--- src/rtl/http_request_field_locator_assert.svh ---
// Assertion macros for the RTL of the HTTP request field locator.
`ifndef HTTP_REQUEST_FIELD_LOCATOR_ASSERT_SVH
`define HTTP_REQUEST_FIELD_LOCATOR_ASSERT_SVH

`ifndef NO_ASSERTIONS
// Same-cycle implication, checked outside reset.
`define HRFL_ASSERT_IMP(name, clk, rstn, ante, cons) \
  name: assert property (@(posedge clk) disable iff (!rstn) (ante) |-> (cons)) \
    else $error("hrfl assertion failed (same cycle)");
// Next-cycle implication, checked outside reset.
`define HRFL_ASSERT_NXT(name, clk, rstn, ante, cons) \
  name: assert property (@(posedge clk) disable iff (!rstn) (ante) |=> (cons)) \
    else $error("hrfl assertion failed (next cycle)");
`else
`define HRFL_ASSERT_IMP(name, clk, rstn, ante, cons)
`define HRFL_ASSERT_NXT(name, clk, rstn, ante, cons)
`endif

`endif

--- src/rtl/hrfl_pkg.sv ---
package hrfl_pkg;

  localparam int MAX_LEN = 16384;
  // Byte position must be able to hold MAX_LEN itself.
  localparam int POS_W = $clog2(MAX_LEN + 1);
  localparam int FLD_W = 14;

  localparam int NUM_METH = 4;
  localparam logic [1:0] METH_POST = 2'd0;
  localparam logic [1:0] METH_GET  = 2'd1;
  localparam logic [1:0] METH_PUT  = 2'd2;
  localparam logic [1:0] METH_HEAD = 2'd3;

  localparam int VER_LEN = 7;
  localparam logic [8*VER_LEN-1:0] VER_PAT = 56'h48_54_54_50_2F_31_2E;

  localparam int HOST_LEN  = 6;
  localparam int AGENT_LEN = 12;
  localparam int HOST_IW   = $clog2(HOST_LEN);
  localparam int AGENT_IW  = $clog2(AGENT_LEN);

  localparam logic [7:0] CH_NUL = 8'h00;
  localparam logic [7:0] CH_LF  = 8'h0A;
  localparam logic [7:0] CH_CR  = 8'h0D;

  typedef struct packed {
    logic             found;
    logic [POS_W-1:0] start;
    logic [POS_W-1:0] length;
  } hdr_rec_t;

  function automatic logic [31:0] meth_pat(input logic [1:0] m);
    case (m)
      METH_POST: meth_pat = 32'h50_4F_53_54;
      METH_GET:  meth_pat = 32'h00_47_45_54;
      METH_PUT:  meth_pat = 32'h00_50_55_54;
      METH_HEAD: meth_pat = 32'h48_45_41_44;
      default:   meth_pat = 32'h0;
    endcase
  endfunction

  function automatic logic [2:0] meth_len(input logic [1:0] m);
    case (m)
      METH_POST: meth_len = 3'd4;
      METH_HEAD: meth_len = 3'd4;
      default:   meth_len = 3'd3;
    endcase
  endfunction

  function automatic logic meth_hit(input logic [1:0] m, input logic [31:0] tail);
    logic [31:0] mask;
    mask = (meth_len(m) == 3'd4) ? 32'hFFFF_FFFF : 32'h00FF_FFFF;
    meth_hit = ((tail & mask) == meth_pat(m));
  endfunction

  function automatic logic [7:0] to_lower(input logic [7:0] c);
    to_lower = (c >= 8'h41 && c <= 8'h5A) ? c + 8'd32 : c;
  endfunction

  function automatic logic [7:0] host_char(input logic [HOST_IW-1:0] k);
    case (k)
      3'd0:    host_char = 8'h68;
      3'd1:    host_char = 8'h6F;
      3'd2:    host_char = 8'h73;
      3'd3:    host_char = 8'h74;
      3'd4:    host_char = 8'h3A;
      3'd5:    host_char = 8'h20;
      default: host_char = 8'h00;
    endcase
  endfunction

  function automatic logic [7:0] agent_char(input logic [AGENT_IW-1:0] k);
    case (k)
      4'd0:    agent_char = 8'h75;
      4'd1:    agent_char = 8'h73;
      4'd2:    agent_char = 8'h65;
      4'd3:    agent_char = 8'h72;
      4'd4:    agent_char = 8'h2D;
      4'd5:    agent_char = 8'h61;
      4'd6:    agent_char = 8'h67;
      4'd7:    agent_char = 8'h65;
      4'd8:    agent_char = 8'h6E;
      4'd9:    agent_char = 8'h74;
      4'd10:   agent_char = 8'h3A;
      4'd11:   agent_char = 8'h20;
      default: agent_char = 8'h00;
    endcase
  endfunction

endpackage

--- src/rtl/hrfl_if.sv ---
interface hrfl_in_if;
  logic       valid;
  logic       ready;
  logic [7:0] data_byte;
  logic       last_byte;

  modport source (output valid, output data_byte, output last_byte, input ready);
  modport sink   (input valid, input data_byte, input last_byte, output ready);
endinterface

interface hrfl_out_if;
  logic                       valid;
  logic                       ready;
  logic                       request_found;
  logic [1:0]                 method_code;
  logic [hrfl_pkg::FLD_W-1:0] path_start;
  logic [hrfl_pkg::FLD_W-1:0] path_length;
  logic                       host_found;
  logic [hrfl_pkg::FLD_W-1:0] host_start;
  logic [hrfl_pkg::FLD_W-1:0] host_length;
  logic                       agent_found;
  logic [hrfl_pkg::FLD_W-1:0] agent_start;
  logic [hrfl_pkg::FLD_W-1:0] agent_length;
  logic                       overflow;

  modport source (
    output valid, input ready,
    output request_found, output method_code, output path_start, output path_length,
    output host_found, output host_start, output host_length,
    output agent_found, output agent_start, output agent_length, output overflow
  );
  modport sink (
    input valid, output ready,
    input request_found, input method_code, input path_start, input path_length,
    input host_found, input host_start, input host_length,
    input agent_found, input agent_start, input agent_length, input overflow
  );
endinterface

--- src/rtl/http_request_field_locator.sv ---
// HTTP request field locator.
// in_bus carries one packet byte per beat with last_byte set on the final
// byte. For each packet, out_bus delivers exactly one beat carrying the
// method code, path offset/length and host and user-agent value offsets and
// lengths, or the overflow flag for packets longer than MAX_LEN bytes.
// Throughput is one byte per cycle while in_bus.ready is high: the per-byte
// matchers and the line tracker update in the cycle a byte is accepted. The
// last byte of a packet is latched into a finishing register; once the
// output register is free, the method priority and path bounds are resolved
// into it and the result beat becomes valid.
// Reset (synchronous, active low) clears the scan state and empties both the
// finishing and output registers. If the receiver stalls, the result waits
// in the output register while the next packet keeps streaming in; input
// ready drops only when a second finished packet is waiting behind it.
module http_request_field_locator (
  input  logic       clk,
  input  logic       rst_n,
  hrfl_in_if.sink    in_bus,
  hrfl_out_if.source out_bus
);

  localparam int PW = hrfl_pkg::POS_W;

  // Scan state.
  logic [PW-1:0]                 pos_r, pos_nxt;
  logic [55:0]                   rb_r, rb_nxt;
  logic [3:0]                    mok_r, mok_nxt;
  logic [3:0][PW-1:0]            mpos_r, mpos_nxt;
  logic [3:0]                    snap_ok_r, snap_ok_nxt;
  logic [3:0][PW-1:0]            snap_pos_r, snap_pos_nxt;
  logic                          ver_ok_r, ver_ok_nxt;
  logic [PW-1:0]                 ver_pos_r, ver_pos_nxt;
  logic [PW-1:0]                 lp_r, lp_nxt;
  logic                          host_alive_r, host_alive_nxt;
  logic                          agent_alive_r, agent_alive_nxt;
  hrfl_pkg::hdr_rec_t            host_rec_r, host_rec_nxt;
  hrfl_pkg::hdr_rec_t            agent_rec_r, agent_rec_nxt;
  logic                          ovf_r, ovf_nxt;

  // Finishing register, loaded from the last byte of a packet.
  logic                          fin_valid_r, fin_valid_nxt;
  logic                          fin_ovf_r;
  logic                          fin_ver_ok_r;
  logic [PW-1:0]                 fin_ver_pos_r;
  logic [3:0]                    fin_snap_ok_r;
  logic [3:0][PW-1:0]            fin_snap_pos_r;
  hrfl_pkg::hdr_rec_t            fin_host_r;
  hrfl_pkg::hdr_rec_t            fin_agent_r;

  // Output register.
  logic                          out_valid_r, out_valid_nxt;
  logic                          o_req_r, o_req_nxt;
  logic [1:0]                    o_meth_r, o_meth_nxt;
  logic [hrfl_pkg::FLD_W-1:0]    o_pstart_r, o_pstart_nxt;
  logic [hrfl_pkg::FLD_W-1:0]    o_plen_r, o_plen_nxt;
  logic                          o_hfound_r, o_hfound_nxt;
  logic [hrfl_pkg::FLD_W-1:0]    o_hstart_r, o_hstart_nxt;
  logic [hrfl_pkg::FLD_W-1:0]    o_hlen_r, o_hlen_nxt;
  logic                          o_afound_r, o_afound_nxt;
  logic [hrfl_pkg::FLD_W-1:0]    o_astart_r, o_astart_nxt;
  logic [hrfl_pkg::FLD_W-1:0]    o_alen_r, o_alen_nxt;
  logic                          o_ovf_r, o_ovf_nxt;

  logic          fin_adv;
  logic          in_ready;
  logic          in_acc;
  logic          fin_load;
  logic [7:0]    byte_c;
  logic [7:0]    lc;
  logic          skip;
  logic          term;
  logic          ver_hit;
  logic [55:0]   rb_shift;
  logic          host_step;
  logic          agent_step;
  logic [PW-1:0] line_start;
  logic [PW-1:0] eff_lp;
  logic          h_alive_eff;
  logic          a_alive_eff;
  logic          end_evt;

  assign fin_adv  = fin_valid_r && (!out_valid_r || out_bus.ready);
  assign in_ready = !fin_valid_r || fin_adv;
  assign in_acc   = in_bus.valid && in_ready;
  assign fin_load = in_acc && in_bus.last_byte;
  assign in_bus.ready = in_ready;

  assign byte_c   = in_bus.data_byte;
  assign lc       = hrfl_pkg::to_lower(byte_c);
  assign skip     = ovf_r || (pos_r >= PW'(hrfl_pkg::MAX_LEN));
  assign term     = (byte_c == hrfl_pkg::CH_NUL) || (byte_c == hrfl_pkg::CH_LF) ||
                    (byte_c == hrfl_pkg::CH_CR);
  assign rb_shift = {rb_r[47:0], byte_c};
  assign ver_hit  = (rb_shift == hrfl_pkg::VER_PAT);

  // Header name prefix trackers; past the prefix the alive flag just holds.
  always_comb begin
    if (lp_r >= PW'(hrfl_pkg::HOST_LEN)) begin
      host_step = host_alive_r;
    end else begin
      host_step = ((lp_r == '0) || host_alive_r) &&
                  (lc == hrfl_pkg::host_char(lp_r[hrfl_pkg::HOST_IW-1:0]));
    end
    if (lp_r >= PW'(hrfl_pkg::AGENT_LEN)) begin
      agent_step = agent_alive_r;
    end else begin
      agent_step = ((lp_r == '0) || agent_alive_r) &&
                   (lc == hrfl_pkg::agent_char(lp_r[hrfl_pkg::AGENT_IW-1:0]));
    end
  end

  // A line closes on a terminator, or at packet end with the last byte
  // counted in. Either way the line began at pos_r - lp_r.
  assign line_start  = pos_r - lp_r;
  assign eff_lp      = term ? lp_r : lp_r + PW'(1);
  assign h_alive_eff = term ? host_alive_r : host_step;
  assign a_alive_eff = term ? agent_alive_r : agent_step;
  assign end_evt     = ver_ok_r && !ver_hit && (term || in_bus.last_byte);

  always_comb begin
    pos_nxt         = pos_r;
    rb_nxt          = rb_r;
    mok_nxt         = mok_r;
    mpos_nxt        = mpos_r;
    snap_ok_nxt     = snap_ok_r;
    snap_pos_nxt    = snap_pos_r;
    ver_ok_nxt      = ver_ok_r;
    ver_pos_nxt     = ver_pos_r;
    lp_nxt          = lp_r;
    host_alive_nxt  = host_alive_r;
    agent_alive_nxt = agent_alive_r;
    host_rec_nxt    = host_rec_r;
    agent_rec_nxt   = agent_rec_r;
    ovf_nxt         = ovf_r;
    if (in_acc) begin
      if (skip) begin
        ovf_nxt = 1'b1;
      end else begin
        rb_nxt = rb_shift;
        for (int i = 0; i < hrfl_pkg::NUM_METH; i++) begin
          if (hrfl_pkg::meth_hit(2'(i), rb_shift[31:0])) begin
            mok_nxt[i]  = 1'b1;
            mpos_nxt[i] = pos_r + PW'(1) - PW'(hrfl_pkg::meth_len(2'(i)));
          end
        end
        if (ver_ok_r) begin
          if (term) begin
            lp_nxt          = '0;
            host_alive_nxt  = 1'b0;
            agent_alive_nxt = 1'b0;
          end else begin
            host_alive_nxt  = host_step;
            agent_alive_nxt = agent_step;
            lp_nxt          = lp_r + PW'(1);
          end
        end
        if (end_evt) begin
          if (!host_rec_r.found && h_alive_eff && eff_lp >= PW'(hrfl_pkg::HOST_LEN)) begin
            host_rec_nxt.found  = 1'b1;
            host_rec_nxt.start  = line_start + PW'(hrfl_pkg::HOST_LEN);
            host_rec_nxt.length = eff_lp - PW'(hrfl_pkg::HOST_LEN);
          end
          if (!agent_rec_r.found && a_alive_eff && eff_lp >= PW'(hrfl_pkg::AGENT_LEN)) begin
            agent_rec_nxt.found  = 1'b1;
            agent_rec_nxt.start  = line_start + PW'(hrfl_pkg::AGENT_LEN);
            agent_rec_nxt.length = eff_lp - PW'(hrfl_pkg::AGENT_LEN);
          end
        end
        if (ver_hit) begin
          ver_ok_nxt      = 1'b1;
          ver_pos_nxt     = pos_r + PW'(1) - PW'(hrfl_pkg::VER_LEN);
          snap_ok_nxt     = mok_nxt;
          snap_pos_nxt    = mpos_nxt;
          lp_nxt          = PW'(hrfl_pkg::VER_LEN);
          host_alive_nxt  = 1'b0;
          agent_alive_nxt = 1'b0;
          host_rec_nxt    = '0;
          agent_rec_nxt   = '0;
        end
        pos_nxt = pos_r + PW'(1);
      end
    end
  end

  // The scan state restarts after the last byte; its final values go to
  // the finishing register instead.
  always_ff @(posedge clk) begin
    if (!rst_n || fin_load) begin
      pos_r         <= '0;
      rb_r          <= '0;
      mok_r         <= '0;
      mpos_r        <= '0;
      snap_ok_r     <= '0;
      snap_pos_r    <= '0;
      ver_ok_r      <= 1'b0;
      ver_pos_r     <= '0;
      lp_r          <= '0;
      host_alive_r  <= 1'b0;
      agent_alive_r <= 1'b0;
      host_rec_r    <= '0;
      agent_rec_r   <= '0;
      ovf_r         <= 1'b0;
    end else begin
      pos_r         <= pos_nxt;
      rb_r          <= rb_nxt;
      mok_r         <= mok_nxt;
      mpos_r        <= mpos_nxt;
      snap_ok_r     <= snap_ok_nxt;
      snap_pos_r    <= snap_pos_nxt;
      ver_ok_r      <= ver_ok_nxt;
      ver_pos_r     <= ver_pos_nxt;
      lp_r          <= lp_nxt;
      host_alive_r  <= host_alive_nxt;
      agent_alive_r <= agent_alive_nxt;
      host_rec_r    <= host_rec_nxt;
      agent_rec_r   <= agent_rec_nxt;
      ovf_r         <= ovf_nxt;
    end
  end

  assign fin_valid_nxt = fin_load || (fin_valid_r && !fin_adv);

  always_ff @(posedge clk) begin
    if (!rst_n) begin
      fin_valid_r <= 1'b0;
    end else begin
      fin_valid_r <= fin_valid_nxt;
    end
  end

  always_ff @(posedge clk) begin
    if (fin_load) begin
      fin_ovf_r      <= ovf_nxt;
      fin_ver_ok_r   <= ver_ok_nxt;
      fin_ver_pos_r  <= ver_pos_nxt;
      fin_snap_ok_r  <= snap_ok_nxt;
      fin_snap_pos_r <= snap_pos_nxt;
      fin_host_r     <= host_rec_nxt;
      fin_agent_r    <= agent_rec_nxt;
    end
  end

  // Method priority and path bounds. Only the highest-priority method seen
  // before the version mark counts, even when its path turns out empty.
  always_comb begin
    logic          any_ok;
    logic [1:0]    sel;
    logic [PW:0]   ps;
    logic [PW:0]   stop;
    logic          req;
    any_ok = |fin_snap_ok_r;
    sel    = hrfl_pkg::METH_HEAD;
    for (int i = hrfl_pkg::NUM_METH - 1; i >= 0; i--) begin
      if (fin_snap_ok_r[i]) begin
        sel = 2'(i);
      end
    end
    ps   = {1'b0, fin_snap_pos_r[sel]} + (PW+1)'(hrfl_pkg::meth_len(sel)) + (PW+1)'(1);
    stop = {1'b0, fin_ver_pos_r} - (PW+1)'(1);
    req  = !fin_ovf_r && fin_ver_ok_r && any_ok && (fin_ver_pos_r != '0) && (stop > ps);

    o_req_nxt    = req;
    o_meth_nxt   = req ? sel : 2'd0;
    o_pstart_nxt = req ? ps[hrfl_pkg::FLD_W-1:0] : '0;
    o_plen_nxt   = req ? stop[hrfl_pkg::FLD_W-1:0] - ps[hrfl_pkg::FLD_W-1:0] : '0;
    o_hfound_nxt = req && fin_host_r.found;
    o_hstart_nxt = o_hfound_nxt ? fin_host_r.start[hrfl_pkg::FLD_W-1:0] : '0;
    o_hlen_nxt   = o_hfound_nxt ? fin_host_r.length[hrfl_pkg::FLD_W-1:0] : '0;
    o_afound_nxt = req && fin_agent_r.found;
    o_astart_nxt = o_afound_nxt ? fin_agent_r.start[hrfl_pkg::FLD_W-1:0] : '0;
    o_alen_nxt   = o_afound_nxt ? fin_agent_r.length[hrfl_pkg::FLD_W-1:0] : '0;
    o_ovf_nxt    = fin_ovf_r;
  end

  assign out_valid_nxt = fin_adv || (out_valid_r && !out_bus.ready);

  always_ff @(posedge clk) begin
    if (!rst_n) begin
      out_valid_r <= 1'b0;
    end else begin
      out_valid_r <= out_valid_nxt;
    end
  end

  always_ff @(posedge clk) begin
    if (fin_adv) begin
      o_req_r    <= o_req_nxt;
      o_meth_r   <= o_meth_nxt;
      o_pstart_r <= o_pstart_nxt;
      o_plen_r   <= o_plen_nxt;
      o_hfound_r <= o_hfound_nxt;
      o_hstart_r <= o_hstart_nxt;
      o_hlen_r   <= o_hlen_nxt;
      o_afound_r <= o_afound_nxt;
      o_astart_r <= o_astart_nxt;
      o_alen_r   <= o_alen_nxt;
      o_ovf_r    <= o_ovf_nxt;
    end
  end

  assign out_bus.valid         = out_valid_r;
  assign out_bus.request_found = o_req_r;
  assign out_bus.method_code   = o_meth_r;
  assign out_bus.path_start    = o_pstart_r;
  assign out_bus.path_length   = o_plen_r;
  assign out_bus.host_found    = o_hfound_r;
  assign out_bus.host_start    = o_hstart_r;
  assign out_bus.host_length   = o_hlen_r;
  assign out_bus.agent_found   = o_afound_r;
  assign out_bus.agent_start   = o_astart_r;
  assign out_bus.agent_length  = o_alen_r;
  assign out_bus.overflow      = o_ovf_r;

`include "http_request_field_locator_assert.svh"

  `HRFL_ASSERT_NXT(a_last_fills_fin, clk, rst_n, fin_load, fin_valid_r)
  `HRFL_ASSERT_NXT(a_fin_holds, clk, rst_n, fin_valid_r && !fin_adv, fin_valid_r && $stable(fin_ovf_r))
  `HRFL_ASSERT_IMP(a_ovf_alone, clk, rst_n, out_valid_r && o_ovf_r, !o_req_r && !o_hfound_r && !o_afound_r)
  `HRFL_ASSERT_IMP(a_hdr_needs_req, clk, rst_n, out_valid_r && (o_hfound_r || o_afound_r), o_req_r)

endmodule
--- src/flat_wrapper.sv ---
// flat-port wrapper written by rule: the top's interface ports become plain ports
module http_request_field_locator_flat 
  (clk, rst_n, in_bus_valid, in_bus_data_byte, in_bus_last_byte, in_bus_ready, out_bus_valid, out_bus_ready, out_bus_request_found, out_bus_method_code, out_bus_path_start, out_bus_path_length, out_bus_host_found, out_bus_host_start, out_bus_host_length, out_bus_agent_found, out_bus_agent_start, out_bus_agent_length, out_bus_overflow);
  hrfl_in_if in_bus_i ();
  hrfl_out_if out_bus_i ();
  input  logic clk;
  input  logic rst_n;
  input wire logic [$bits(in_bus_i.valid)-1:0] in_bus_valid;
  input wire logic [$bits(in_bus_i.data_byte)-1:0] in_bus_data_byte;
  input wire logic [$bits(in_bus_i.last_byte)-1:0] in_bus_last_byte;
  output wire logic [$bits(in_bus_i.ready)-1:0] in_bus_ready;
  output wire logic [$bits(out_bus_i.valid)-1:0] out_bus_valid;
  input wire logic [$bits(out_bus_i.ready)-1:0] out_bus_ready;
  output wire logic [$bits(out_bus_i.request_found)-1:0] out_bus_request_found;
  output wire logic [$bits(out_bus_i.method_code)-1:0] out_bus_method_code;
  output wire logic [$bits(out_bus_i.path_start)-1:0] out_bus_path_start;
  output wire logic [$bits(out_bus_i.path_length)-1:0] out_bus_path_length;
  output wire logic [$bits(out_bus_i.host_found)-1:0] out_bus_host_found;
  output wire logic [$bits(out_bus_i.host_start)-1:0] out_bus_host_start;
  output wire logic [$bits(out_bus_i.host_length)-1:0] out_bus_host_length;
  output wire logic [$bits(out_bus_i.agent_found)-1:0] out_bus_agent_found;
  output wire logic [$bits(out_bus_i.agent_start)-1:0] out_bus_agent_start;
  output wire logic [$bits(out_bus_i.agent_length)-1:0] out_bus_agent_length;
  output wire logic [$bits(out_bus_i.overflow)-1:0] out_bus_overflow;
  assign in_bus_i.valid = in_bus_valid;
  assign in_bus_i.data_byte = in_bus_data_byte;
  assign in_bus_i.last_byte = in_bus_last_byte;
  assign in_bus_ready = in_bus_i.ready;
  assign out_bus_valid = out_bus_i.valid;
  assign out_bus_i.ready = out_bus_ready;
  assign out_bus_request_found = out_bus_i.request_found;
  assign out_bus_method_code = out_bus_i.method_code;
  assign out_bus_path_start = out_bus_i.path_start;
  assign out_bus_path_length = out_bus_i.path_length;
  assign out_bus_host_found = out_bus_i.host_found;
  assign out_bus_host_start = out_bus_i.host_start;
  assign out_bus_host_length = out_bus_i.host_length;
  assign out_bus_agent_found = out_bus_i.agent_found;
  assign out_bus_agent_start = out_bus_i.agent_start;
  assign out_bus_agent_length = out_bus_i.agent_length;
  assign out_bus_overflow = out_bus_i.overflow;
  http_request_field_locator u_core (.clk(clk), .rst_n(rst_n), .in_bus(in_bus_i), .out_bus(out_bus_i));
endmodule
--- config.mk ---
export PLATFORM = sky130hd
export DESIGN_NAME = http_request_field_locator_flat
export DESIGN_NICKNAME = d
export VERILOG_FILES = /design/src/rtl/hrfl_pkg.sv /design/src/rtl/hrfl_if.sv /design/src/rtl/http_request_field_locator.sv /design/src/flat_wrapper.sv
export VERILOG_INCLUDE_DIRS = /design/src /design/src/rtl
export SDC_FILE = /design/constraint.sdc
export NUM_CORES = 1
export LEC_CHECK = 0
export ABC_AREA = 1
export ABC_CLOCK_PERIOD_IN_PS = 9200
export CAP_MARGIN = 20
export CELL_PAD_IN_SITES_DETAIL_PLACEMENT = 0
export CELL_PAD_IN_SITES_GLOBAL_PLACEMENT = 1
export CORE_ASPECT_RATIO = 0.75
export CORE_UTILIZATION = 47
export CTS_CLUSTER_SIZE = 40
export DETAILED_ROUTE_END_ITERATION = 8
export DONT_BUFFER_PORTS = 1
export GPL_TIMING_DRIVEN = 0
export PLACE_DENSITY_LB_ADDON = 0.1
export SYNTH_ARGS = -nofsm -noshare
export SYNTH_HDL_FRONTEND = slang
export SYNTH_SLANG_ARGS = --single-unit
--- constraint.sdc ---
create_clock -name clk -period 9.2 [get_ports clk]
set_clock_uncertainty 0.05 [all_clocks]
set_input_delay 0.92 -clock clk [delete_from_list [all_inputs] [get_ports clk]]
set_output_delay 0.92 -clock clk [all_outputs]
set_load 0.005 [all_outputs]
==> reports/qor.yml <==
sta:
  max_freq_mhz: 161.3
  fin_crit_ns: 6.201
  setup_viol: 0
  rsz0062_at_grt: "false"
  slew_viol_final: 0
  relSlewSlack_pct: 24.36
  worst_slew_pin_slew_ns: 1.124
  hold_viol_final: 0
  period_share_pct: 67.40
  holdWs_ns: 0.3802
synth:
  synth_warnings: 0
  synth_seq_area_share_pct: 49.68
  synth_compound_area_share_pct: 11.26
  synth_area_leaders: "edfxtp_1 (27%), dfxtp_1 (23%), nand2_1 (9.3%)"
  netlist_instances: 3187
  yosysTopAreaCellShare_pct: 26.85
  synth_ff_type: "dfxtp_1"
  synthSimpleGateAreaFrac_pct: 23.28
  syn_area_sq_um: 25610
  synth_common_cells: "nand2_1 (636), inv_1 (473), nor2_1 (342)"
  synth_xor_area_share_pct: 3.381
  async_flop_share_pct: 0
  synth.area.mux_share_pct: 0.1564
  avgSynthCellArea_sq_um: 8.035
  yosys_register_bits: 521
  synth-adder-area-share_pct: 3.069
  syn_nets: 3261
  synth_top_family_by_area: "simple AND/OR/NAND/NOR gates"
  yosysTopAreaCell: "edfxtp_1"
  synth.distinct_cells: 55
  yosysMostFrequentCell: "nand2_1"
  synth_edf_count: 229
worst_hold_path:
  min_to: "u_core.fin_valid_r"
  holdPathStages: 2
  min_path_type: "input port to flip-flop"
  hp-start: "rst_n"
drt:
  drc: 0
  postRouteAntennaNets: 0
  drtPass1Iterations: 6
  vias: 21450
  drtIter0Drc: 2084
  post_drt_wl_per_cell_um: 19.42
  via_per_inst: 5.353
  drt_wl_total_um: 77830
clocking:
  cts_made_buffers: 52
  cts_tree: "done"
  clock_latency_ns: 0.62
  ctsHoldBuffers: 0
  cts-root-buf: "clkbuf_16"
  cts_sinks: 521
  cts_resized: 0
  cts_setup_buffers: 0
  clockBufferDepth: 3
  path_clk_slew_ns: 0.07
  cts_max_level: 2
final_layout:
  final_core_util_pct: 53.09
  layout.nets: 3322
  syn_to_final_growth_pct: 10.79
  final.fill_count: 5057
  seqCellArea_sq_um: 12720
  drive_above_1_share_pct: 6.958
  multi_input_area_sq_um: 10560
grt:
  grt_pass1_vias: 19606
  grt_max_degree: 37
  grt.total_usage_pct: 27.85
  grt_first_pass_wirelength_um: 117700
  grt.overflow.total: 0
  antenna_found_initial: 2
die:
  die_w_um: 271.5
  core_sq_um: 53430
  die_h_um: 204.1
  rows: 73
  die_area_sq_um: 55430
  ios: 105
  initial_utilization_pct: 47.92
pwr:
  totalPowerFinal_uw: 5191
  swShare_pct: 26.00
  pwr-share-comb_pct: 10.0
  clockPowerShare_pct: 41.9
  ir_worst_vdd_mv: 0.1459
  p_int_uw: 3842
  switchingPower_uw: 1350
  seqPwrFrac_pct: 48.0
  p_per_area_nw_per_um2: 183.0
  power_leakage_uw: 0.01268
critical_path:
  reg2reg_from: "u_core.fin_snap_ok_r[0]"
  slowest_stage: "clkbuf_1"
  crit_path_end_kind: "flip-flop"
  path_common_cell: "nand2_1"
  critPathArrivalTime_ns: 6.47
  reg2reg_depth: 30
  required_ns: 9.47
  crit_fanout: 10
  path_class: "flip-flop to flip-flop"
  ff2ff_setup_slack_ns: 3.00
  start_kind: "flip-flop"
  r2r_end: "u_core.out_bus.host_start[9]"
  slowest_delay_ns: 0.57
place:
  dp_hpwl_um: 60340
  io_buffer_count: 0
  gp_congestion: 0.9397
job:
  maxCapViolations: 0
status:
  status: "complete, no violations"
[flip-flops by register name (all words and copies together) (netlist names), 14 cells and up, named ones only]
signal                       cells
u_core.lp_r                     15
u_core.fin_snap_pos_r           60
u_core.pos_r                    15
u_core.out_bus.host_length      14
u_core.ver_pos_r                15
u_core.rb_r                     48
u_core.out_bus.agent_start      14
u_core.out_bus.path_start       14
u_core.snap_pos_r               60
u_core.out_bus.host_start       14
u_core.agent_rec_r              29
u_core.out_bus.path_length      14
u_core.mpos_r                   60
u_core.out_bus.agent_length     14
u_core.fin_agent_r              29
u_core.fin_ver_pos_r            15
u_core.host_rec_r               29
u_core.fin_host_r               29
[how the worst max path moves through the flow]
stage	start	end	slack [ns]
after floorplan	out_bus_ready	u_core.fin_agent_r[0]	1.53
after global placement	out_bus_ready	u_core.fin_agent_r[5]	-1.51
after detailed placement	u_core.fin_snap_ok_r[0]	u_core.out_bus.host_start[9]	2.96
after CTS	u_core.fin_snap_ok_r[0]	u_core.out_bus.host_start[9]	2.96
after global routing	u_core.fin_snap_ok_r[0]	u_core.out_bus.host_length[1]	2.43
final	u_core.fin_snap_ok_r[0]	u_core.out_bus.host_start[9]	3.00
[stage by stage]
| step | cell area, sq um | cells | setup TNS, ns | worst slack (ns) |
|---|---|---|---|---|
| floorplan | 25610 | 3187 | 0 | 1.532 |
| global route | 28360 | 4003 | 0 | 2.433 |
| finish | 28370 | 4007 | 0 | 2.999 |
| global placement | 26500 | 3899 | -208.54 | -1.512 |
| CTS | 28350 | 4002 | 0 | 2.962 |
| detailed placement | 26640 | 3905 | 0 | 2.960 |
[layer usage]
layer | share of wire, % | vias up | routed length (um) | global-route usage [%]
li1 | - | 10501 | - | -
met1 | 52 | 10108 | 40320 | 45.22
met2 | 38 | 754 | 29860 | 37.62
met3 | 8.4 | 87 | 6551 | 5.157
met4 | 1.4 | 0 | 1103 | 5.237
met5 | 0 | - | 0 | 0
[cell usage in the layout (no fill, tap or decap), types with 11 or more instances in the layout]
master / synthesis / final
buf_2: 20 / 20
nor4_1: 16 / 16
a21oi_2: 20 / 20
ha_1: 58 / 58
nor3_1: 30 / 30
dfxtp_1: 292 / 292
o211ai_1: 11 / 11
clkinv_1: 5 / 15
a21oi_1: 203 / 202
xnor2_1: 16 / 16
nand3_2: 19 / 19
nor2_1: 342 / 341
xor2_1: 81 / 81
or2_2: 25 / 25
a211oi_1: 18 / 18
nand2_2: 21 / 21
nand2_1: 636 / 636
clkbuf_1: 75 / 86
edfxtp_1: 229 / 229
inv_1: 473 / 473
o21ai_0: 229 / 229
clkbuf_16: 0 / 54
nand4_1: 41 / 41
nand3_1: 216 / 216
[layout make-up]
cell class | count | area share, %
Buffer | 115 | 1.821
Antenna cell | 4 | 0.03528
Tap cell | 712 | 3.140
Sequential cell | 521 | 44.84
Multi-Input combinational cell | 2063 | 37.21
Timing Repair Buffer | 7 | 0.4499
Clock buffer | 68 | 5.054
Clock inverter | 29 | 0.9923
Inverter | 488 | 6.457
[logic make-up after synthesis]
| group | after synthesis |
|---|---|
| xor+xnor | 98 |
| simple gates | 1373 |
| compound gates | 527 |
| fa+ha+maj | 61 |
| flops | 521 |
| mux | 4 |
| buf+inv | 603 |
[power by group through the flow]
stage / Clock [uW] / Combinational (uW) / Sequential, uW
global placement: 0 / 500 / 2550
global route: 2290 / 578 / 2500
finish: 2180 / 521 / 2490
CTS: 2210 / 513 / 2490
detailed placement: 0 / 510 / 2540
floorplan: 0 / 350 / 2540
[critical path: cells and delay by family, from the launching register on]
kind                       cells  cell delay, ns
DFF                            1            0.40
xor gates and xnor gates       1            0.29
adders and majority gates      2            0.56
AOI/OAI and AO/OA              8            1.85
and+or+nand+nor               11            1.15
buffers and inverters          8            1.60
Power figures use the tool's default switching activity.
